==> src/rtl/core/stkfr_pkg.sv <==
// Shared types and constants for the framed serial command receiver.
package stkfr_pkg;

  localparam logic [7:0]  START_BYTE = 8'h1B;
  localparam logic [7:0]  TOKEN_BYTE = 8'h0E;
  localparam logic [15:0] TICK_MAX   = 16'hFFFF;

  localparam logic [15:0] MAX_BODY_RESET = 16'd275;
  localparam logic [15:0] TIMEOUT_RESET  = 16'd1000;

  localparam int unsigned CFG_INDEX_W = 2;
  localparam logic [CFG_INDEX_W-1:0] REG_MAX_BODY = 2'd0;
  localparam logic [CFG_INDEX_W-1:0] REG_TIMEOUT  = 2'd1;

  localparam logic       CMD_BYTE  = 1'b0;
  localparam logic       CMD_TICK  = 1'b1;
  localparam logic       KIND_BODY = 1'b0;
  localparam logic       KIND_END  = 1'b1;

  localparam logic [1:0] ST_OK      = 2'd0;
  localparam logic [1:0] ST_CKSUM   = 2'd1;
  localparam logic [1:0] ST_PACKERR = 2'd2;
  localparam logic [1:0] ST_TIMEOUT = 2'd3;

  typedef enum logic [2:0] {
    PH_IDLE   = 3'd0,
    PH_SEQ    = 3'd1,
    PH_LEN_HI = 3'd2,
    PH_LEN_LO = 3'd3,
    PH_TOKEN  = 3'd4,
    PH_DATA   = 3'd5,
    PH_CHECK  = 3'd6
  } phase_t;

  typedef struct packed {
    logic [15:0] max_body_size;
    logic [15:0] timeout_ticks;
  } cfg_t;

  typedef struct packed {
    logic        kind;
    logic [7:0]  body_byte;
    logic [1:0]  frame_status;
    logic [7:0]  seq_number;
    logic [15:0] body_length;
  } result_t;

endpackage

==> src/rtl/core/stkfr_parser.sv <==
// Frame parser: phase register, running checksum, counters and result decode.
module stkfr_parser (
  input  logic            clk,
  input  logic            rst,
  input  stkfr_pkg::cfg_t cfg,
  input  logic            accept,
  input  logic            cmd,
  input  logic [7:0]      rx_byte,
  output logic            res_valid,
  output stkfr_pkg::result_t res
);
  import stkfr_pkg::*;

  phase_t      phase, phase_next;
  logic [7:0]  seq_reg, seq_reg_next;
  logic [15:0] length_reg, length_reg_next;
  logic [15:0] body_count, body_count_next;
  logic [7:0]  running_xor, running_xor_next;
  logic [15:0] idle_ticks, idle_ticks_next;

  logic [15:0] ticks_inc;
  logic [15:0] count_inc;
  logic [15:0] length_full;
  logic        clear;

  assign ticks_inc   = (idle_ticks < TICK_MAX) ? idle_ticks + 16'd1 : idle_ticks;
  assign count_inc   = body_count + 16'd1;
  assign length_full = {length_reg[15:8], rx_byte};

  always_ff @(posedge clk) begin
    if (rst || (accept && clear)) begin
      phase       <= PH_IDLE;
      seq_reg     <= '0;
      length_reg  <= '0;
      body_count  <= '0;
      running_xor <= '0;
      idle_ticks  <= '0;
    end else if (accept) begin
      phase       <= phase_next;
      seq_reg     <= seq_reg_next;
      length_reg  <= length_reg_next;
      body_count  <= body_count_next;
      running_xor <= running_xor_next;
      idle_ticks  <= idle_ticks_next;
    end
  end

  always_comb begin
    phase_next       = phase;
    seq_reg_next     = seq_reg;
    length_reg_next  = length_reg;
    body_count_next  = body_count;
    running_xor_next = running_xor;
    idle_ticks_next  = idle_ticks;
    clear            = 1'b0;
    res_valid        = 1'b0;
    res.kind         = KIND_END;
    res.body_byte    = '0;
    res.frame_status = ST_OK;
    res.seq_number   = seq_reg;
    res.body_length  = length_reg;

    if (cmd == CMD_TICK) begin
      // Silence is only counted once a frame has started.
      if (phase != PH_IDLE) begin
        idle_ticks_next = ticks_inc;
        if (ticks_inc >= cfg.timeout_ticks) begin
          res_valid        = 1'b1;
          res.frame_status = ST_TIMEOUT;
          clear            = 1'b1;
        end
      end
    end else begin
      idle_ticks_next = '0;
      unique case (phase)
        PH_IDLE: begin
          if (rx_byte != START_BYTE) begin
            res_valid        = 1'b1;
            res.frame_status = ST_PACKERR;
            clear            = 1'b1;
          end else begin
            running_xor_next = START_BYTE;
            phase_next       = PH_SEQ;
          end
        end
        PH_SEQ: begin
          seq_reg_next     = rx_byte;
          running_xor_next = running_xor ^ rx_byte;
          phase_next       = PH_LEN_HI;
        end
        PH_LEN_HI: begin
          length_reg_next  = {rx_byte, 8'h00};
          running_xor_next = running_xor ^ rx_byte;
          phase_next       = PH_LEN_LO;
        end
        PH_LEN_LO: begin
          length_reg_next  = length_full;
          running_xor_next = running_xor ^ rx_byte;
          if (length_full >= cfg.max_body_size) begin
            res_valid        = 1'b1;
            res.frame_status = ST_PACKERR;
            res.body_length  = length_full;
            clear            = 1'b1;
          end else begin
            body_count_next = '0;
            phase_next      = PH_TOKEN;
          end
        end
        PH_TOKEN: begin
          if (rx_byte != TOKEN_BYTE) begin
            res_valid        = 1'b1;
            res.frame_status = ST_PACKERR;
            clear            = 1'b1;
          end else begin
            running_xor_next = running_xor ^ rx_byte;
            phase_next       = (length_reg == 16'd0) ? PH_CHECK : PH_DATA;
          end
        end
        PH_DATA: begin
          running_xor_next = running_xor ^ rx_byte;
          body_count_next  = count_inc;
          if (count_inc >= length_reg) begin
            phase_next = PH_CHECK;
          end
          res_valid     = 1'b1;
          res.kind      = KIND_BODY;
          res.body_byte = rx_byte;
        end
        PH_CHECK: begin
          res_valid        = 1'b1;
          res.frame_status = (running_xor == rx_byte) ? ST_OK : ST_CKSUM;
          clear            = 1'b1;
        end
        default: begin
          clear = 1'b1;
        end
      endcase
    end
  end

endmodule

==> src/rtl/core/stkfr_out_reg.sv <==
// Result register that decouples the output beat from input acceptance.
module stkfr_out_reg (
  input  logic               clk,
  input  logic               rst,
  input  logic               accept,
  input  logic               res_valid,
  input  stkfr_pkg::result_t res,
  input  logic               out_ready,
  output logic               out_valid,
  output stkfr_pkg::result_t out_res,
  output logic               take
);
  import stkfr_pkg::*;

  // A new beat may enter whenever the held result is gone or leaves now.
  assign take = !out_valid || out_ready;

  always_ff @(posedge clk) begin
    if (rst) begin
      out_valid <= 1'b0;
    end else if (accept) begin
      out_valid <= res_valid;
    end else if (out_ready) begin
      out_valid <= 1'b0;
    end
  end

  always_ff @(posedge clk) begin
    if (accept && res_valid) begin
      out_res <= res;
    end
  end

endmodule

==> src/rtl/core/stk500v2_frame_receiver_core.sv <==
// Top level of the framed serial command receiver.
// A result is registered as its input beat is accepted and is visible at out_valid in the next cycle.
// Throughput: one input beat per cycle; the result register frees as its beat is taken.
// in_ready drops only while a held result is stalled by out_ready.
// Reset: synchronous rst clears the parser to idle and loads the register defaults.
module stk500v2_frame_receiver_core (
  input  logic        clk,
  input  logic        rst,
  input  logic        in_valid,
  output logic        in_ready,
  input  logic        cmd,
  input  logic [7:0]  rx_byte,
  output logic        out_valid,
  input  logic        out_ready,
  output logic        kind,
  output logic [7:0]  body_byte,
  output logic [1:0]  frame_status,
  output logic [7:0]  seq_number,
  output logic [15:0] body_length,
  input  logic        cfg_valid,
  output logic        cfg_ready,
  input  logic [stkfr_pkg::CFG_INDEX_W-1:0] cfg_index,
  input  logic [15:0] cfg_data
);
  import stkfr_pkg::*;

  cfg_t    cfg;
  result_t res;
  result_t out_res;
  logic    res_valid;
  logic    accept;
  logic    take;

  assign cfg_ready = 1'b1;
  assign in_ready  = take;
  assign accept    = in_valid && take;

  always_ff @(posedge clk) begin
    if (rst) begin
      cfg.max_body_size <= MAX_BODY_RESET;
      cfg.timeout_ticks <= TIMEOUT_RESET;
    end else if (cfg_valid) begin
      case (cfg_index)
        REG_MAX_BODY: cfg.max_body_size <= cfg_data;
        REG_TIMEOUT:  cfg.timeout_ticks <= cfg_data;
        default: ;
      endcase
    end
  end

  stkfr_parser u_parser (
    .clk       (clk),
    .rst       (rst),
    .cfg       (cfg),
    .accept    (accept),
    .cmd       (cmd),
    .rx_byte   (rx_byte),
    .res_valid (res_valid),
    .res       (res)
  );

  stkfr_out_reg u_out_reg (
    .clk       (clk),
    .rst       (rst),
    .accept    (accept),
    .res_valid (res_valid),
    .res       (res),
    .out_ready (out_ready),
    .out_valid (out_valid),
    .out_res   (out_res),
    .take      (take)
  );

  assign kind         = out_res.kind;
  assign body_byte    = out_res.body_byte;
  assign frame_status = out_res.frame_status;
  assign seq_number   = out_res.seq_number;
  assign body_length  = out_res.body_length;

endmodule

==> config.mk <==
export PLATFORM = sky130hd
export DESIGN_NAME = stk500v2_frame_receiver_core
export DESIGN_NICKNAME = d
export VERILOG_FILES = /design/src/rtl/core/stkfr_pkg.sv /design/src/rtl/core/stkfr_parser.sv /design/src/rtl/core/stkfr_out_reg.sv /design/src/rtl/core/stk500v2_frame_receiver_core.sv
export SDC_FILE = /design/constraint.sdc
export NUM_CORES = 1
export LEC_CHECK = 0
export ABC_CLOCK_PERIOD_IN_PS = 4710
export BUFFER_PORTS_ARGS = -buffer_cell sky130_fd_sc_hd__buf_2
export CAP_MARGIN = 20
export CELL_PAD_IN_SITES_DETAIL_PLACEMENT = 1
export CELL_PAD_IN_SITES_GLOBAL_PLACEMENT = 2
export CORE_MARGIN = 2
export CORE_UTILIZATION = 25
export DETAILED_ROUTE_END_ITERATION = 7
export GPL_TIMING_DRIVEN = 1
export PLACE_DENSITY = 0.68
export SLEW_MARGIN = 10
export SYNTH_ARGS = -nofsm -noshare
export SYNTH_HDL_FRONTEND = slang
export SYNTH_HIERARCHICAL = 1
export SYNTH_SLANG_ARGS = --single-unit
==> constraint.sdc <==
create_clock -name clk -period 4.71 [get_ports clk]
set_input_delay 0.942 -clock clk [delete_from_list [all_inputs] [get_ports clk]]
set_output_delay 0.942 -clock clk [all_outputs]
set_load 0.05 [all_outputs]
# Word level (Yosys, flattened, before mapping)
# Cells that the tools add are included.
[classes] n_lt_le_gt_ge=4 n_bitwise=4 eq_ne=15 mux=38 add_sub_neg=2 n_reduce_logical=28
[op_table] operator="$mux W16" n=4
[op_table] operator="$pmux W16 S2" n=2
[op_table] operator="$ge A16 B16 Y1" n=3
[op_table] operator="$mux W8" n=5
[op_table] operator="$add A16 B1 Y16 const B" n=2
[op_table] operator="$pmux W8 S3" n=1
[op_table] operator="$pmux W3 S6" n=1
[op_table] operator="$logic_not A16 Y1" n=1
[op_table] operator="$lt A16 B16 Y1 const B" n=1
[op_table] operator="$mux W2" n=7
[op_table] operator="$mux W3" n=4
[op_table] operator="$mux W1" n=10
[op_table] operator="$eq A3 B3 Y1 const B" n=3
[op_table] operator="$mux W9" n=1
[op_table] operator="$eq A8 B8 Y1" n=1
[op_table] operator="$ne A8 B4 Y1 const B" n=1
[op_table] operator="$ne A8 B5 Y1 const B" n=1
[op_table] operator="$pmux W1 S4" n=2
[op_table] operator="$pmux W2 S4" n=1
[op_table] operator="$reduce_and A4 Y1" n=2
[op_table] operator="$xor A8 B8 Y8" n=1
[op_table] operator="$reduce_and A7 Y1" n=1
[op_table] operator="$eq A3 B2 Y1 const B" n=2
[op_table] operator="$ne A2 B2 Y1 const B" n=3
[op_table] operator="other kinds (18)" n=31
[totals] inputBits=32 out_inout_bits=38 reg_bits=135 elab_cells=106

# Depth between registers and ports, before layout
[logic_depth] ltp_word=8 mapped_depth=18 depth_no_buf=16

# Hierarchy
# The synthesis kept the hierarchy.
[modules_own_cells] module="stkfr_parser" seq_area_each_um2=1341.3 area_each_um2=5084.9 instances=1 cells_each=668
[modules_own_cells] module="stk500v2_frame_receiver_core" seq_area_each_um2=640.6 area_each_um2=1372.6 instances=1 cells_each=137
[modules_own_cells] module="stkfr_out_reg" seq_area_each_um2=1071.0 area_each_um2=1111.1 instances=1 cells_each=40

# Worst setup path after synthesis
# Ideal clock, no wire load.
[synth_timing] kind="register -> register" from="register u_parser.idle_ticks[2]" to="register u_out_reg/out_res[0] (netlist name)" required_time_ns=4.315 arrival_ns=3.596 period_less_slack_ns=3.991 stages_incl_launch_ff=18 setup_ns=0.395 setup_slack_ns=0.719 cell_sequence="dfxtp_1 > buf_2 > and4_1 > and3_1 > clkbuf_1 > nand2_2 > nand3_1 > nor2_1 > xor2_1 > ha_1 > o21ai_0 > a211oi_1 > nand3_1 > o21ai_0 > nand2_1 > o31ai_1 > a211o_1 > and2_1"
[synth_between] elab_chain_cells=7 word_cells_on_any_way=8 classes_between="1 x add/sub; 2 x order compare; 4 x mux; 1 x reduce/logical"
[synth_lines] element="from (decl)" line_no="stkfr_parser.sv:19" source="logic [15:0] idle_ticks, idle_ticks_next;"
[synth_lines] element="from (signal assigned)" line_no="stkfr_parser.sv:44" source="idle_ticks <= idle_ticks_next;"
[synth_lines] element="$add A16 B1 Y16 or $lt A16 B16 Y1 (tied branches)" line_no="stkfr_parser.sv:26" source="assign ticks_inc = (idle_ticks < TICK_MAX) ? idle_ticks + 16'd1 : idle_ticks;"
[synth_lines] element="$mux W16 *" line_no="stkfr_parser.sv:26"
[synth_lines] element="$ge A16 B16 Y1 *" line_no="stkfr_parser.sv:67" source="if (ticks_inc >= cfg.timeout_ticks) begin"
[synth_lines] element="$mux W1 *" line_no="stkfr_parser.sv:67"
[synth_lines] element="$mux W1 *" line_no="stkfr_parser.sv:65" source="if (phase != PH_IDLE) begin"
[synth_lines] element="$mux W1 *" line_no="stkfr_parser.sv:63" source="if (cmd == CMD_TICK) begin"
[synth_lines] element="via res_valid" line_no="stk500v2_frame_receiver_core.sv:30" source="logic res_valid;"
[synth_lines] element="$logic_and A1 B1 Y1 *" line_no="stkfr_out_reg.sv:29" source="if (accept && res_valid) begin"
# Mark *: on every way through the listed nets, which the timed path passes. The rest lies on a longest branch.
# A chain may end at the register's enable or synchronous reset.

# Final worst setup path
[layout_timing] from="register u_parser.idle_ticks[7]" to="register u_out_reg/out_res[10] (netlist name)"
[layout_between] elab_chain_cells=7 word_cells_on_any_way=8 classes_between="1 x add/sub; 2 x order compare; 4 x mux; 1 x reduce/logical"
[layout_lines] element="$add A16 B1 Y16 or $lt A16 B16 Y1 (tied branches)" line_no="stkfr_parser.sv:26"
[layout_lines] element="$mux W16 *" line_no="stkfr_parser.sv:26"
[layout_lines] element="$ge A16 B16 Y1 *" line_no="stkfr_parser.sv:67"
[layout_lines] element="$mux W1 *" line_no="stkfr_parser.sv:67"
[layout_lines] element="$mux W1 *" line_no="stkfr_parser.sv:65"
[layout_lines] element="$mux W1 *" line_no="stkfr_parser.sv:63"
[layout_lines] element="via res_valid" line_no="stk500v2_frame_receiver_core.sv:30"
[layout_lines] element="$logic_and A1 B1 Y1 *" line_no="stkfr_out_reg.sv:29"
# Marks and branches as above.

==> impl_metrics.tcl <==
set metrics [dict create \
    status "finished clean" \
    grt_pass1_wl_um 34180 \
    setup_tns_ns 0 \
    rsz0062_at_grt "no" \
    yosys.cell_types.count 64 \
    clock_skew_ns 0.008927 \
    vdd_ir_drop_max_v 0.0001787 \
    crit_fanout 35 \
    cts_setup_buffers 0 \
    slew_violations 0 \
    h-tree-depth 4 \
    final_cell_mix "dfxtp_1 (100), nor2_1 (99), buf_2 (68)" \
    p_leak_nw 3.550 \
    grt.overflow.total 0 \
    synthFlopType "dfxtp_1" \
    ioPinCount 70 \
    maxCapViolations 0 \
    synth_area_sq_um 7569 \
    drt.antenna.violating_nets 0 \
    required_ns 4.78 \
    top_register "u_out_reg/out_res" \
    tightest_slew_ns 0.8610 \
    final_common_cell "dfxtp_1" \
    cts_buffer_depth 2 \
    critPathLaunchType "flip-flop" \
    dieArea_sq_um 31680 \
    synth_edf_count 35 \
    dr.pass1.iters 4 \
    ctsHoldBuffers 0 \
    drt-vias-per-instance 4.697 \
    fin_crit_sh 0.8869 \
    reg_top3 "u_out_reg/out_res x35, cfg x32" \
    yosysSeqAreaShare 0.4034 \
    gp_congestion 0.7840 \
    diodes 0 \
    synth.top_cell.area_share 0.2645 \
    place_hpwl_um 15890 \
    ctsResizeCount 0 \
    critPathKind "reg2reg" \
    grt_pass1_vias 5904 \
    drive_gt1_frac 0.1591 \
    crit_path_end_kind "flip-flop" \
    fin_nets 968 \
    core-area_sq_um 29720 \
    dieHeight_um 178.0 \
    clk_pin_slew_ns 0.07 \
    cts_inserted_buffers 17 \
    synth.net_count 927 \
    hp-class "reg2reg" \
    finalHoldViolCount 0 \
    fmax_mhz 239.4 \
    cts_tree "yes" \
    drt_iter0_drc 236 \
    totalWireLength_um 21840 \
    ys_warn_count 6 \
    synth_cells 845 \
    drc_errors 0 \
    rows 63 \
    slew_headroom 0.4260 \
    ys_seq_elements 135 \
    synth_area_leaders "dfxtp_1 (26%), edfxtp_1 (14%), ha_1 (8.3%)" \
    antenna_found_initial 0 \
    cp.arrival_ns 4.25 \
    start_util 0.2547 \
    grt_use_total 0.1425 \
    dp_slack_ns 0.5468 \
    power_density_nw_per_um2 310.0 \
    min_period_ns 4.177 \
    finalSetupViolCount 0 \
    avgRoutedWirePerCell_um 16.94 \
    port_buffers 68 \
    setup_ws_ns 0.5329 \
    grt_max_degree 59 \
    postSynthAreaPerCell_sq_um 8.957 \
    root_buffer "clkbuf_16" \
    syn_to_final_growth_pct 15.44 \
    dr_total_vias 6055 \
    chipWidth_um 178.0 \
    yosysTopAreaCell "dfxtp_1" \
    async_flop_share 0 \
    worstSkewPairLatency_ns 0.43 \
    largest_reg_flops 35 \
    cts_sinks 135 \
]
worst max-delay path: stages, from the launching register on:
cell      delay (ns)
dfxtp_1         0.45
nand3_1         0.21
nor4_4          0.41
nand2_2         0.21
nand3_1         0.17
nor2_1          0.08
xor2_1          0.15
ha_1            0.30
o21ai_0         0.08
a211oi_1        0.24
nand3_1         0.10
o21ai_0         0.34
nand2_1         0.18
o31ai_1         0.14
a211o_1         0.21
and2_1          0.13
buf_4           0.40
synthesized netlist by cell type (all sizes together) (5+ instances only):
cell,instances
a211oi,8
a21oi,63
a22oi,14
and2,5
and3,17
buf,34
clkbuf,23
dfxtp,100
edfxtp,35
ha,50
inv,56
mux2,11
mux2i,39
nand2,57
nand2b,39
nand3,33
nand3b,7
nand4,11
nor2,99
nor2b,6
nor3,14
nor4,5
o21ai,38
xnor2,18
xor2,16
final timing paths:
check,from,slack (ns),end,depth (start not counted)
min,u_parser/seq_reg[5],0.43,u_out_reg/out_res[21],0
max reg2reg,u_parser/idle_ticks[7],0.53,u_out_reg/out_res[10],16
min reg2reg,u_parser/seq_reg[5],0.43,u_out_reg/out_res[21],0
max,u_parser/idle_ticks[7],0.53,u_out_reg/out_res[10],16
where the power goes:
group	switching, W	internal (W)
Combinational	0.000138	0.0000576
Sequential	0.00000904	0.00121
Clock	0.000593	0.000704
per-stage QoR:
step	power, W	hold slack [ns]	instances	area (sq um)	util
after detailed placement	0.001443	0.4186	1257	8163	0.2747
after global placement	0.001440	0.4181	1257	8163	0.2747
final	0.002709	0.4333	1289	8737	0.2940
after floorplan	0.001379	0.4080	845	7569	-
after CTS	0.002756	0.4309	1289	8737	0.2940
after global routing	0.002821	0.4455	1289	8737	0.2940
area by class of cell:
class	count	area, sq um
fill	3515	20980
multi-input combinational	597	3989
sequential	135	3053
tap	390	488.0
clock buffer	17	425.4
timing repair buffer	79	422.9
inverter	56	210.2
clock inverter	15	148.9
cell families (layout without fill, tap and decap cells):
| group | Yosys count | after routing | synth area share |
|---|---|---|---|
| multiplexers | 50 | 50 | 0.06794 |
| buffers and inverters | 113 | 167 | 0.07059 |
| AO/OA/AOI/OAI | 158 | 158 | 0.1336 |
| XOR/XNOR | 34 | 34 | 0.03934 |
| flip-flops | 135 | 135 | 0.4034 |
| AND/OR/NAND/NOR | 304 | 304 | 0.2020 |
| adder cells (fa/ha/maj) | 50 | 50 | 0.08266 |
| other | 1 | 1 | 0.0004955 |
routing by layer:
layer / GRT usage / routed length, um / vias to the layer above
met5: 0 / 0 / -
met4: 0.04098 / 333 / 0
met3: 0.02579 / 792 / 18
met2: 0.2377 / 10370 / 108
met1: 0.1880 / 10340 / 2911
li1: - / - / 3018
Power figures use the tool's default switching activity.
